--- src/rtl/sme_pkg.sv ---
// shared types and constants for the stack machine execute block
// no dependencies
package sme_pkg;

  localparam int STACK_DEPTH = 64;
  localparam int DATA_W      = 32;
  localparam int ADDR_W      = $clog2(STACK_DEPTH);
  localparam int CNT_W       = $clog2(STACK_DEPTH + 1);
  localparam int DIV_CNT_W   = $clog2(DATA_W + 1);

  localparam logic [3:0] KIND_PUSH  = 4'd0;
  localparam logic [3:0] KIND_POP   = 4'd1;
  localparam logic [3:0] KIND_COPY  = 4'd2;
  localparam logic [3:0] KIND_ADD   = 4'd3;
  localparam logic [3:0] KIND_SUB   = 4'd4;
  localparam logic [3:0] KIND_MUL   = 4'd5;
  localparam logic [3:0] KIND_DIV   = 4'd6;
  localparam logic [3:0] KIND_REM   = 4'd7;
  localparam logic [3:0] KIND_PRINT = 4'd8;
  localparam logic [3:0] KIND_READ  = 4'd9;
  localparam logic [3:0] KIND_HALT  = 4'd10;

  localparam logic [2:0] ST_OK        = 3'd0;
  localparam logic [2:0] ST_UNDERFLOW = 3'd1;
  localparam logic [2:0] ST_OVERFLOW  = 3'd2;
  localparam logic [2:0] ST_DIV_ZERO  = 3'd3;
  localparam logic [2:0] ST_HALTED    = 3'd4;

  typedef enum logic [2:0] {
    S_IDLE, S_EXEC, S_MUL, S_DIV, S_FIN
  } state_t;

  typedef enum logic [3:0] {
    ACT_NONE, ACT_PUSH, ACT_COPY, ACT_POP, ACT_ADD, ACT_SUB,
    ACT_MUL_START, ACT_MUL_WB, ACT_DIV_START, ACT_DIV_WB
  } act_t;

  typedef struct packed {
    logic       load;
    act_t       act;
    logic       emit;
    logic [2:0] st;
    logic       pr;
  } cmd_t;

  typedef struct packed {
    logic [3:0] kind;
    logic       empty;
    logic       lt2;
    logic       full;
    logic       top_zero;
    logic       div_done;
    logic       out_busy;
  } sts_t;

endpackage

--- src/rtl/sme_in_if.sv ---
// input word channel: valid/ready handshake with instruction payload
// depends on sme_pkg
interface sme_in_if import sme_pkg::*; ();
  logic              valid;
  logic              ready;
  logic [3:0]        kind;
  logic [DATA_W-1:0] argument;
  logic [DATA_W-1:0] read_value;

  modport source (output valid, kind, argument, read_value, input ready);
  modport sink (input valid, kind, argument, read_value, output ready);
endinterface

--- src/rtl/sme_out_if.sv ---
// result word channel: valid/ready handshake with result payload
// depends on sme_pkg
interface sme_out_if import sme_pkg::*; ();
  logic              valid;
  logic              ready;
  logic [2:0]        status;
  logic              print_valid;
  logic [DATA_W-1:0] print_value;
  logic              top_valid;
  logic [DATA_W-1:0] top_value;
  logic [CNT_W-1:0]  depth;

  modport source (output valid, status, print_valid, print_value, top_valid,
                  top_value, depth, input ready);
  modport sink (input valid, status, print_valid, print_value, top_valid,
                top_value, depth, output ready);
endinterface

--- src/rtl/stack_machine_execute_top.sv ---
// stack machine execute unit, top level
// depends on sme_pkg, sme_in_if, sme_out_if, sme_ctrl, sme_datapath
//
// in_ch carries one instruction word (kind, argument, read_value); out_ch
// returns one result word per instruction (status, printed value, top of
// stack, depth). both use valid/ready; a word moves when both are high.
// the unit works on one instruction at a time, stepping through states:
//   push, pop, copy, add, sub, print, read, halt, faults: exec, fin
//   mul: exec, mul, fin (product registered before write-back)
//   div, rem: exec, div, fin; the radix-2 divider gives one quotient bit
//   per cycle while in div
// the next word is taken once the unit is back in idle after issuing the
// result word. the result sits in an output register; the next instruction
// is accepted while it waits, but that one cannot finish until out_ch takes
// the previous word. reset clears the depth, the halt flag and both channels;
// stack entries below the top are undefined until pushed.
module stack_machine_execute_top import sme_pkg::*; (
  input  logic      clk,
  input  logic      rst,
  sme_in_if.sink    in_ch,
  sme_out_if.source out_ch
);

  cmd_t cmd;
  sts_t sts;
  logic rdy;

  assign in_ch.ready = rdy;

  sme_ctrl u_ctrl (
    .clk      (clk),
    .rst      (rst),
    .in_valid (in_ch.valid),
    .in_ready (rdy),
    .sts      (sts),
    .cmd      (cmd)
  );

  sme_datapath u_dp (
    .clk        (clk),
    .rst        (rst),
    .cmd        (cmd),
    .sts        (sts),
    .kind       (in_ch.kind),
    .argument   (in_ch.argument),
    .read_value (in_ch.read_value),
    .out_ch     (out_ch)
  );

endmodule

--- src/rtl/sme_datapath.sv ---
// stack datapath: top register, stack memory, multiplier, serial divider,
// result register; depends on sme_pkg and sme_out_if
module sme_datapath import sme_pkg::*; (
  input  logic              clk,
  input  logic              rst,
  input  cmd_t              cmd,
  output sts_t              sts,
  input  logic [3:0]        kind,
  input  logic [DATA_W-1:0] argument,
  input  logic [DATA_W-1:0] read_value,
  sme_out_if.source         out_ch
);

  logic [DATA_W-1:0]    mem [STACK_DEPTH];
  logic [3:0]           kind_q;
  logic [DATA_W-1:0]    val_q;
  logic [DATA_W-1:0]    sec;
  logic [DATA_W-1:0]    tos;
  logic [CNT_W-1:0]     count;
  logic [DATA_W-1:0]    prod;
  logic [DATA_W-1:0]    pval;
  logic                 mem_we;
  logic [ADDR_W-1:0]    wr_addr;
  logic [ADDR_W-1:0]    rd_addr;
  logic [CNT_W-1:0]     cnt_m1;
  logic [CNT_W-1:0]     cnt_m2;

  logic [DATA_W-1:0]    div_rem;
  logic [DATA_W-1:0]    div_quo;
  logic [DATA_W-1:0]    div_den;
  logic [DIV_CNT_W-1:0] div_cnt;
  logic                 q_neg;
  logic                 r_neg;
  logic                 is_rem;
  logic [DATA_W:0]      shifted;
  logic [DATA_W:0]      trial;
  logic [DATA_W-1:0]    abs_s;
  logic [DATA_W-1:0]    abs_t;
  logic [DATA_W-1:0]    div_res;

  logic                 o_valid;
  logic [2:0]           o_status;
  logic                 o_pvalid;
  logic [DATA_W-1:0]    o_pvalue;
  logic                 o_tvalid;
  logic [DATA_W-1:0]    o_tvalue;
  logic [CNT_W-1:0]     o_depth;

  assign cnt_m1  = count - CNT_W'(1);
  assign cnt_m2  = count - CNT_W'(2);
  assign wr_addr = cnt_m1[ADDR_W-1:0];
  assign rd_addr = cnt_m2[ADDR_W-1:0];
  assign mem_we  = (cmd.act == ACT_COPY) || ((cmd.act == ACT_PUSH) && (count != '0));

  assign abs_s   = sec[DATA_W-1] ? -sec : sec;
  assign abs_t   = tos[DATA_W-1] ? -tos : tos;
  assign shifted = {div_rem, div_quo[DATA_W-1]};
  assign trial   = shifted - {1'b0, div_den};
  assign div_res = is_rem ? (r_neg ? -div_rem : div_rem) : (q_neg ? -div_quo : div_quo);

  always_comb begin
    sts.kind     = kind_q;
    sts.empty    = (count == '0);
    sts.lt2      = (count < CNT_W'(2));
    sts.full     = (count >= CNT_W'(STACK_DEPTH));
    sts.top_zero = (tos == '0);
    sts.div_done = (div_cnt == '0);
    sts.out_busy = o_valid && !out_ch.ready;
  end

  // stack memory, top of stack lives in tos
  always_ff @(posedge clk) begin
    if (mem_we) begin
      mem[wr_addr] <= tos;
    end
    if (cmd.load) begin
      sec <= mem[rd_addr];
    end
  end

  always_ff @(posedge clk) begin
    if (cmd.load) begin
      kind_q <= kind;
      val_q  <= (kind == KIND_READ) ? read_value : argument;
    end
    case (cmd.act)
      ACT_PUSH: tos <= val_q;
      ACT_POP: begin
        tos  <= sec;
        pval <= tos;
      end
      ACT_ADD:    tos <= sec + tos;
      ACT_SUB:    tos <= sec - tos;
      ACT_MUL_START: prod <= sec * tos;
      ACT_MUL_WB: tos <= prod;
      ACT_DIV_WB: tos <= div_res;
      default: ;
    endcase
    if (cmd.act == ACT_DIV_START) begin
      div_rem <= '0;
      div_quo <= abs_s;
      div_den <= abs_t;
      q_neg   <= sec[DATA_W-1] ^ tos[DATA_W-1];
      r_neg   <= sec[DATA_W-1];
      is_rem  <= (kind_q == KIND_REM);
    end else if (div_cnt != '0) begin
      if (!trial[DATA_W]) begin
        div_rem <= trial[DATA_W-1:0];
        div_quo <= {div_quo[DATA_W-2:0], 1'b1};
      end else begin
        div_rem <= shifted[DATA_W-1:0];
        div_quo <= {div_quo[DATA_W-2:0], 1'b0};
      end
    end
    if (cmd.emit) begin
      o_status <= cmd.st;
      o_pvalid <= cmd.pr;
      o_pvalue <= cmd.pr ? pval : '0;
      o_tvalid <= (count != '0);
      o_tvalue <= (count != '0) ? tos : '0;
      o_depth  <= count;
    end
  end

  always_ff @(posedge clk) begin
    if (rst) begin
      count   <= '0;
      div_cnt <= '0;
      o_valid <= 1'b0;
    end else begin
      case (cmd.act)
        ACT_PUSH, ACT_COPY: count <= count + CNT_W'(1);
        ACT_POP, ACT_ADD, ACT_SUB, ACT_MUL_WB, ACT_DIV_WB: count <= cnt_m1;
        default: ;
      endcase
      if (cmd.act == ACT_DIV_START) begin
        div_cnt <= DIV_CNT_W'(DATA_W);
      end else if (div_cnt != '0) begin
        div_cnt <= div_cnt - DIV_CNT_W'(1);
      end
      if (cmd.emit) begin
        o_valid <= 1'b1;
      end else if (out_ch.ready) begin
        o_valid <= 1'b0;
      end
    end
  end

  assign out_ch.valid       = o_valid;
  assign out_ch.status      = o_status;
  assign out_ch.print_valid = o_pvalid;
  assign out_ch.print_value = o_pvalue;
  assign out_ch.top_valid   = o_tvalid;
  assign out_ch.top_value   = o_tvalue;
  assign out_ch.depth       = o_depth;

endmodule

--- src/rtl/sme_ctrl.sv ---
// instruction sequencer: decodes the word, checks stack limits, steps
// the datapath; depends on sme_pkg
module sme_ctrl import sme_pkg::*; (
  input  logic clk,
  input  logic rst,
  input  logic in_valid,
  output logic in_ready,
  input  sts_t sts,
  output cmd_t cmd
);

  state_t     state, state_next;
  logic       halted, halted_next;
  logic [2:0] st, st_next;
  logic       pr, pr_next;

  always_ff @(posedge clk) begin
    if (rst) begin
      state  <= S_IDLE;
      halted <= 1'b0;
      st     <= ST_OK;
      pr     <= 1'b0;
    end else begin
      state  <= state_next;
      halted <= halted_next;
      st     <= st_next;
      pr     <= pr_next;
    end
  end

  always_comb begin
    state_next  = state;
    halted_next = halted;
    st_next     = st;
    pr_next     = pr;
    in_ready    = 1'b0;
    cmd         = '{load: 1'b0, act: ACT_NONE, emit: 1'b0, st: st, pr: pr};
    case (state)
      S_IDLE: begin
        in_ready = 1'b1;
        if (in_valid) begin
          cmd.load   = 1'b1;
          state_next = S_EXEC;
        end
      end
      S_EXEC: begin
        st_next    = ST_OK;
        pr_next    = 1'b0;
        state_next = S_FIN;
        if (halted) begin
          st_next = ST_HALTED;
        end else begin
          case (sts.kind)
            KIND_PUSH, KIND_READ: begin
              if (sts.full) st_next = ST_OVERFLOW;
              else cmd.act = ACT_PUSH;
            end
            KIND_POP, KIND_PRINT: begin
              if (sts.empty) st_next = ST_UNDERFLOW;
              else begin
                cmd.act = ACT_POP;
                pr_next = (sts.kind == KIND_PRINT);
              end
            end
            KIND_COPY: begin
              if (sts.empty) st_next = ST_UNDERFLOW;
              else if (sts.full) st_next = ST_OVERFLOW;
              else cmd.act = ACT_COPY;
            end
            KIND_ADD, KIND_SUB, KIND_MUL: begin
              if (sts.lt2) st_next = ST_UNDERFLOW;
              else if (sts.kind == KIND_ADD) cmd.act = ACT_ADD;
              else if (sts.kind == KIND_SUB) cmd.act = ACT_SUB;
              else begin
                cmd.act    = ACT_MUL_START;
                state_next = S_MUL;
              end
            end
            KIND_DIV, KIND_REM: begin
              if (sts.lt2) st_next = ST_UNDERFLOW;
              else if (sts.top_zero) st_next = ST_DIV_ZERO;
              else begin
                cmd.act    = ACT_DIV_START;
                state_next = S_DIV;
              end
            end
            KIND_HALT: halted_next = 1'b1;
            default: ;
          endcase
        end
      end
      S_MUL: begin
        cmd.act    = ACT_MUL_WB;
        state_next = S_FIN;
      end
      S_DIV: begin
        if (sts.div_done) begin
          cmd.act    = ACT_DIV_WB;
          state_next = S_FIN;
        end
      end
      S_FIN: begin
        if (!sts.out_busy) begin
          cmd.emit   = 1'b1;
          state_next = S_IDLE;
        end
      end
      default: state_next = S_IDLE;
    endcase
  end

endmodule

--- src/flat_wrapper.sv ---
// flat-port wrapper written by rule: the top's interface ports become plain ports
module stack_machine_execute_top_flat import sme_pkg::*;
  (clk, rst, in_ch_valid, in_ch_kind, in_ch_argument, in_ch_read_value, in_ch_ready, out_ch_valid, out_ch_status, out_ch_print_valid, out_ch_print_value, out_ch_top_valid, out_ch_top_value, out_ch_depth, out_ch_ready);
  sme_in_if in_ch_i ();
  sme_out_if out_ch_i ();
  input  logic clk;
  input  logic rst;
  input wire logic [$bits(in_ch_i.valid)-1:0] in_ch_valid;
  input wire logic [$bits(in_ch_i.kind)-1:0] in_ch_kind;
  input wire logic [$bits(in_ch_i.argument)-1:0] in_ch_argument;
  input wire logic [$bits(in_ch_i.read_value)-1:0] in_ch_read_value;
  output wire logic [$bits(in_ch_i.ready)-1:0] in_ch_ready;
  output wire logic [$bits(out_ch_i.valid)-1:0] out_ch_valid;
  output wire logic [$bits(out_ch_i.status)-1:0] out_ch_status;
  output wire logic [$bits(out_ch_i.print_valid)-1:0] out_ch_print_valid;
  output wire logic [$bits(out_ch_i.print_value)-1:0] out_ch_print_value;
  output wire logic [$bits(out_ch_i.top_valid)-1:0] out_ch_top_valid;
  output wire logic [$bits(out_ch_i.top_value)-1:0] out_ch_top_value;
  output wire logic [$bits(out_ch_i.depth)-1:0] out_ch_depth;
  input wire logic [$bits(out_ch_i.ready)-1:0] out_ch_ready;
  assign in_ch_i.valid = in_ch_valid;
  assign in_ch_i.kind = in_ch_kind;
  assign in_ch_i.argument = in_ch_argument;
  assign in_ch_i.read_value = in_ch_read_value;
  assign in_ch_ready = in_ch_i.ready;
  assign out_ch_valid = out_ch_i.valid;
  assign out_ch_status = out_ch_i.status;
  assign out_ch_print_valid = out_ch_i.print_valid;
  assign out_ch_print_value = out_ch_i.print_value;
  assign out_ch_top_valid = out_ch_i.top_valid;
  assign out_ch_top_value = out_ch_i.top_value;
  assign out_ch_depth = out_ch_i.depth;
  assign out_ch_i.ready = out_ch_ready;
  stack_machine_execute_top u_core (.clk(clk), .rst(rst), .in_ch(in_ch_i), .out_ch(out_ch_i));
endmodule
--- config.mk ---
export PLATFORM = sky130hd
export DESIGN_NAME = stack_machine_execute_top_flat
export DESIGN_NICKNAME = d
export VERILOG_FILES = /design/src/rtl/sme_pkg.sv /design/src/rtl/sme_in_if.sv /design/src/rtl/sme_out_if.sv /design/src/rtl/stack_machine_execute_top.sv /design/src/rtl/sme_datapath.sv /design/src/rtl/sme_ctrl.sv /design/src/flat_wrapper.sv
export SDC_FILE = /design/constraint.sdc
export NUM_CORES = 2
export LEC_CHECK = 0
export ABC_AREA = 0
export BUFFER_PORTS_ARGS = -buffer_cell sky130_fd_sc_hd__buf_4
export CAP_MARGIN = 40
export CORE_MARGIN = 5
export CORE_UTILIZATION = 55
export CTS_BUF_LIST = sky130_fd_sc_hd__clkbuf_16
export DETAILED_ROUTE_END_ITERATION = 6
export GPL_TIMING_DRIVEN = 0
export PLACE_DENSITY = 0.75
export SLEW_MARGIN = 15
export SYNTH_ARGS = -nofsm -noshare
export SYNTH_HDL_FRONTEND = slang
export SYNTH_SLANG_ARGS = --single-unit
export TNS_END_PERCENT = 1
--- constraint.sdc ---
create_clock -name clk -period 14.2 [get_ports clk]
set_input_delay 1.42 -clock clk [delete_from_list [all_inputs] [get_ports clk]]
set_output_delay 1.42 -clock clk [all_outputs]
set_load 0.02 [all_outputs]
==> impl.org <==
** STA
- Setup violations remaining at the end of the flow were counted as 0.
- Max Transition Viols Final :: 0
- After layout, the worst path uses 73.2% of the clock period.
- RSZ-0062 raised after global routing :: no
- Slew at the pin closest to its max-slew limit :: around 1000 ps
- In this run the tightest slew margin relative to its limit is 30.3%.
- Time the worst path needs with I/O delays and setup :: 10,400 ps
- Total Neg Setup Slack :: 0 ps
- The number of endpoints with negative hold slack in the final report was 0.
- Post-Route Hold Slack :: just under 500 ps
- On the final layout, the worst clock skew is 119 ps.
- The worst path meets setup with 3800 ps of slack.
- Achievable clock frequency :: 96.2 MHz

** Power and ir drop
- Per report_power, the combinational group accounts for 56.2% of the total.
- Maximum resistive drop on vdd :: 0.00119 V
- Clock share of power :: 17.9%
- The analysis attributes to net switching a power of 14.9 mW.
- For this design the ratio of total power to cell area is roughly 270 nW/um^2.
- P_leak :: ~46 nW
- Tot Pwr :: 35.5 mW
- Per report_power, the sequential group accounts for 25.9% of the total.
- Cell internal power was estimated by the tool at 20.6 mW.
- Of the total power, the share spent switching nets is 42.0%.

** Cells and area
- Fin util :: 64.1%
- Ratio of cells with drive above 1 in the final layout :: between 20% and 30%
- Total area of sequential cells :: 71,800 um^2
- The filler cells instantiated in the layout total 13,700.
- Area taken by multi-input logic gates :: approximately 40,000 um^2
- The area growth from synthesis to layout is 16.2%.
- Final cell count without fillers :: 10,400
- The final layout contains about 8,100 nets.
- After routing the design area is 133,000 um^2.

** CTS
- H-tree Lvls :: 4
- After clock tree synthesis, the clock-pin slew on the worst setup and hold paths is about 70 ps.
- TritonCTS built the clock tree.
- Quantity of gates resized following cts :: 0
- Count of hold-fix buffers inserted at cts :: 0
- Post-CTS Setup Bufs :: 0
- Skew-Pair Late Insertion Delay :: 930 ps
- Clock Sink Count :: 2,409
- Buffers from clock root to sink, at most :: 3
- Counting the buffers created by CTS gives approximately 220.
- The tree is rooted in a sky130_fd_sc_hd__clkbuf_16.

** Setup path
- Depth of the most critical reg-to-reg path :: 28
- For the worst setup path, the data arrival time is 11,030 ps.
- Along the worst path, the maximum fanout reaches 10.
- Number of buffers and inverters on the critical path :: 9
- STA classifies the critical path startpoint as a register.
- Delay of the slowest cell on the worst path :: 890 ps
- Total stage count of the critical path :: 28
- Slowest stage cell on the critical path :: sky130_fd_sc_hd__a2111oi_0
- The worst register-to-register path begins at u_core.u_dp.count[0]$_SDFFE_PP0P_.
- Worst setup path endpoint :: u_core.u_dp.tos[31]$_DFFE_PP_
- Crit path kind :: register to register
- STA classifies the critical path endpoint as a register.
- Top cell by count, worst path :: sky130_fd_sc_hd__clkbuf_1
- Grouping stages by cell kind, the critical path spends the most delay in buffers and inverters.
- Required time at the worst-slack endpoint :: 14,830 ps
- Worst setup slack for register-to-register paths :: 3800 ps
- Startpoint of the worst setup timing path :: u_core.u_dp.count[0]$_SDFFE_PP0P_
- Capture point of the worst reg-to-reg path :: u_core.u_dp.tos[31]$_DFFE_PP_

** GRT
- The via count of the first global-routing pass was around 70,000.
- Global routing finished with a remaining overflow of 0.
- Entering global routing, the biggest net connects 50 pins.
- The number of antenna violations at the first check in global routing was 42.
- Global-route wire length before repair :: 539 mm
- Across every metal layer, demand over resource in global routing totals a little over a third.

** Logic synthesis
- In the synthesized netlist the async set-or-reset flop fraction comes to 0%.
- The synthesized netlist contains 86 unique library cells.
- After synthesis the netlist holds a flip-flop and latch count of 2,409.
- Per-instance average area after synthesis :: 16.9 um^2
- Number of warnings issued by yosys :: 0
- Counting flops with a built-in enable in the synthesized netlist gives 2,355.
- After synthesis, flip-flops and latches occupy 62.9% of the total area.
- The mapped netlist covers 114,000 um^2.
- Synthesis produced between 6,000 and 7,000 cells.
- Number of nets in the synthesized netlist :: around 7,400
- Main synth FF type :: sky130_fd_sc_hd__edfxtp_1

** Floorplan
- The die covers approximately 220,000 um^2.
- The floorplan step set the die width to 466 um.
- Once the floorplan was initialized, standard cells occupied 55.2% of the core.
- In this run the core area contains between 150 and 200 standard-cell rows.
- Core Footprint :: 207,000 um^2
- Count of boundary I/O pins :: 150
- The die is ~470 um tall.

** Hold path
- Hold path startpoint :: u_core.u_dp.count[2]$_SDFFE_PP0P_
- The worst hold path belongs to the class register to register.
- The worst hold path was traced through 0 stages.

** Place
- Global placement routability congestion :: 1.03
- Worst Setup Slack post-DPL :: 4570 ps
- The number of placed instances, taps included, is 9,914.
- Detailed placement ended at an HPWL of 261 mm.
- In this run the cell area measured after placement is between 100,000 and 150,000 um^2.
- Count of buffers from port buffering :: roughly 150

** Detailed routing
- Using the TritonRoute via totals, the vias-per-cell ratio works out to 6.85.
- Drt first-iter violations :: 11,400
- WL final :: 385 mm
- First-pass DRT Iterations :: 7
- For this run, design rule violations remaining after detail routing come to 15.
- ANT nets after route :: 0
- For this block, wires on met1 add up to 125 mm.
- Metal3 WL :: between 40 and 50 mm
- In the detailed route, the total length drawn on met2 is 181 mm.
- The detailed router placed slightly above 70,000 vias in this run.
- Highest signal layer in the routed design :: met5
- Average detailed-routed wire length per instance :: 37.1 um

** Outcome
- The flow ran to the end, but the final reports show violations.
- Violated checks :: design-rule violations

** Job
- Number of maximum-capacitance constraint violations :: 0
-- placed cells by master, fill, tap and decap left out, types with 50 or more instances in the layout --
cell type                   instances
sky130_fd_sc_hd__a21oi_1          160
sky130_fd_sc_hd__and2_1           352
sky130_fd_sc_hd__buf_1             50
sky130_fd_sc_hd__buf_16            64
sky130_fd_sc_hd__buf_4            153
sky130_fd_sc_hd__buf_6             98
sky130_fd_sc_hd__buf_8            127
sky130_fd_sc_hd__clkbuf_1         293
sky130_fd_sc_hd__clkbuf_16        224
sky130_fd_sc_hd__dfxtp_1           54
sky130_fd_sc_hd__edfxtp_1        2355
sky130_fd_sc_hd__fa_1             410
sky130_fd_sc_hd__ha_1             197
sky130_fd_sc_hd__inv_1            494
sky130_fd_sc_hd__mux4_2           661
sky130_fd_sc_hd__nand2_1          434
sky130_fd_sc_hd__nor2_1           149
sky130_fd_sc_hd__nor2_4            65
sky130_fd_sc_hd__o21ai_0          172
sky130_fd_sc_hd__xnor2_1          169
sky130_fd_sc_hd__xor2_1           127
-- power groups by stage --
stage          logic, mW  registers [mW]  clock network, mW
2_1_floorplan       13.3            9.34                  0
6_report            20.0            9.18               6.36
4_1_cts             19.8            9.17               6.36
3_3_place_gp        19.1            9.44                  0
3_5_place_dp        19.7            9.32                  0
5_1_grt             21.4            9.20               6.70
-- flip-flops by register name, summed over array words and instances (netlist names), 3 cells and up --
name                            cells
u_core.u_dp.mem                  2048
u_core.u_dp.out_ch.status           3
u_core.u_ctrl.st                    3
u_core.u_dp.count                   7
u_core.u_ctrl.state                 3
u_core.u_dp.tos                    32
u_core.u_dp.val_q                  32
u_core.u_dp.pval                   32
u_core.u_dp.kind_q                  4
u_core.u_dp.div_cnt                 6
u_core.u_dp.div_den                32
u_core.u_dp.prod                   32
u_core.u_dp.out_ch.print_value     32
u_core.u_dp.div_quo                32
u_core.u_dp.sec                    32
u_core.u_dp.div_rem                32
u_core.u_dp.out_ch.depth            7
u_core.u_dp.out_ch.top_value       32
-- logic make-up after synthesis --
group	count (synthesis)	share of synthesized area (%)
AOI/OAI and AO/OA	630	3.51
DFF	2409	62.9
muxes	726	13.7
buffers and inverters	836	2.84
adders and majority gates	607	9.35
and+or+nand+nor	1248	5.44
xor gates and xnor gates	300	2.31
-- per-layer routing --
layer / vias up / track usage [%]
met3: 1600 / 9.15
met5: - / 0
met1: 36300 / 43.4
li1: 27000 / -
met4: 26 / 23.5
met2: 6303 / 56.5
-- how the worst min path moves through the flow --
stage | slack, ps | end
after floorplan | 410 | u_core.u_dp.out_ch.depth[4]$_DFFE_PP_
after global placement | 450 | u_core.u_dp.out_ch.depth[2]$_DFFE_PP_
after detailed placement | 470 | u_core.u_dp.out_ch.depth[2]$_DFFE_PP_
after CTS | 480 | u_core.u_dp.out_ch.depth[2]$_DFFE_PP_
after global routing | 500 | u_core.u_dp.out_ch.depth[2]$_DFFE_PP_
final | 480 | u_core.u_dp.out_ch.depth[2]$_DFFE_PP_
-- layout make-up --
cell class	count	share of cell area (%)
sequential	2409	54.1
multi-input combinational	3511	29.9
timing repair buffer	488	5.13
clock buffer	224	4.23
tap	2704	2.55
clock inverter	196	1.59
inverter	453	1.28
buffer	383	1.18
antenna	22	0.0415
-- cell usage after synthesis, types with 14 or more instances --
cell | number | area (um^2)
sky130_fd_sc_hd__nand2_1 | 435 | 1630
sky130_fd_sc_hd__nand2b_1 | 21 | 131
sky130_fd_sc_hd__edfxtp_1 | 2355 | 70700
sky130_fd_sc_hd__a221oi_1 | 15 | 131
sky130_fd_sc_hd__o41ai_1 | 17 | 149
sky130_fd_sc_hd__fa_1 | 410 | 8210
sky130_fd_sc_hd__nor2b_1 | 21 | 131
sky130_fd_sc_hd__or3_1 | 24 | 150
sky130_fd_sc_hd__a31oi_1 | 27 | 169
sky130_fd_sc_hd__nor3_1 | 35 | 175
sky130_fd_sc_hd__a21o_1 | 47 | 353
sky130_fd_sc_hd__o21ai_0 | 172 | 861
sky130_fd_sc_hd__nand3_1 | 37 | 185
sky130_fd_sc_hd__nor2_1 | 214 | 803
sky130_fd_sc_hd__xor2_1 | 128 | 1120
sky130_fd_sc_hd__o21a_1 | 18 | 135
sky130_fd_sc_hd__or4_1 | 14 | 105
sky130_fd_sc_hd__mux2_2 | 40 | 450
sky130_fd_sc_hd__inv_1 | 452 | 1700
sky130_fd_sc_hd__o31ai_1 | 47 | 353
sky130_fd_sc_hd__mux4_2 | 661 | 14900
sky130_fd_sc_hd__and3_1 | 18 | 113
sky130_fd_sc_hd__o211ai_1 | 17 | 128
sky130_fd_sc_hd__buf_1 | 59 | 221
sky130_fd_sc_hd__ha_1 | 197 | 2460
sky130_fd_sc_hd__and2_1 | 353 | 2210
sky130_fd_sc_hd__a211oi_1 | 21 | 158
sky130_fd_sc_hd__xnor2_1 | 171 | 1500
sky130_fd_sc_hd__dfxtp_1 | 54 | 1080
sky130_fd_sc_hd__clkbuf_1 | 300 | 1130
sky130_fd_sc_hd__a21oi_1 | 160 | 801
sky130_fd_sc_hd__mux2i_1 | 25 | 250
Power figures use the tool's default switching activity.
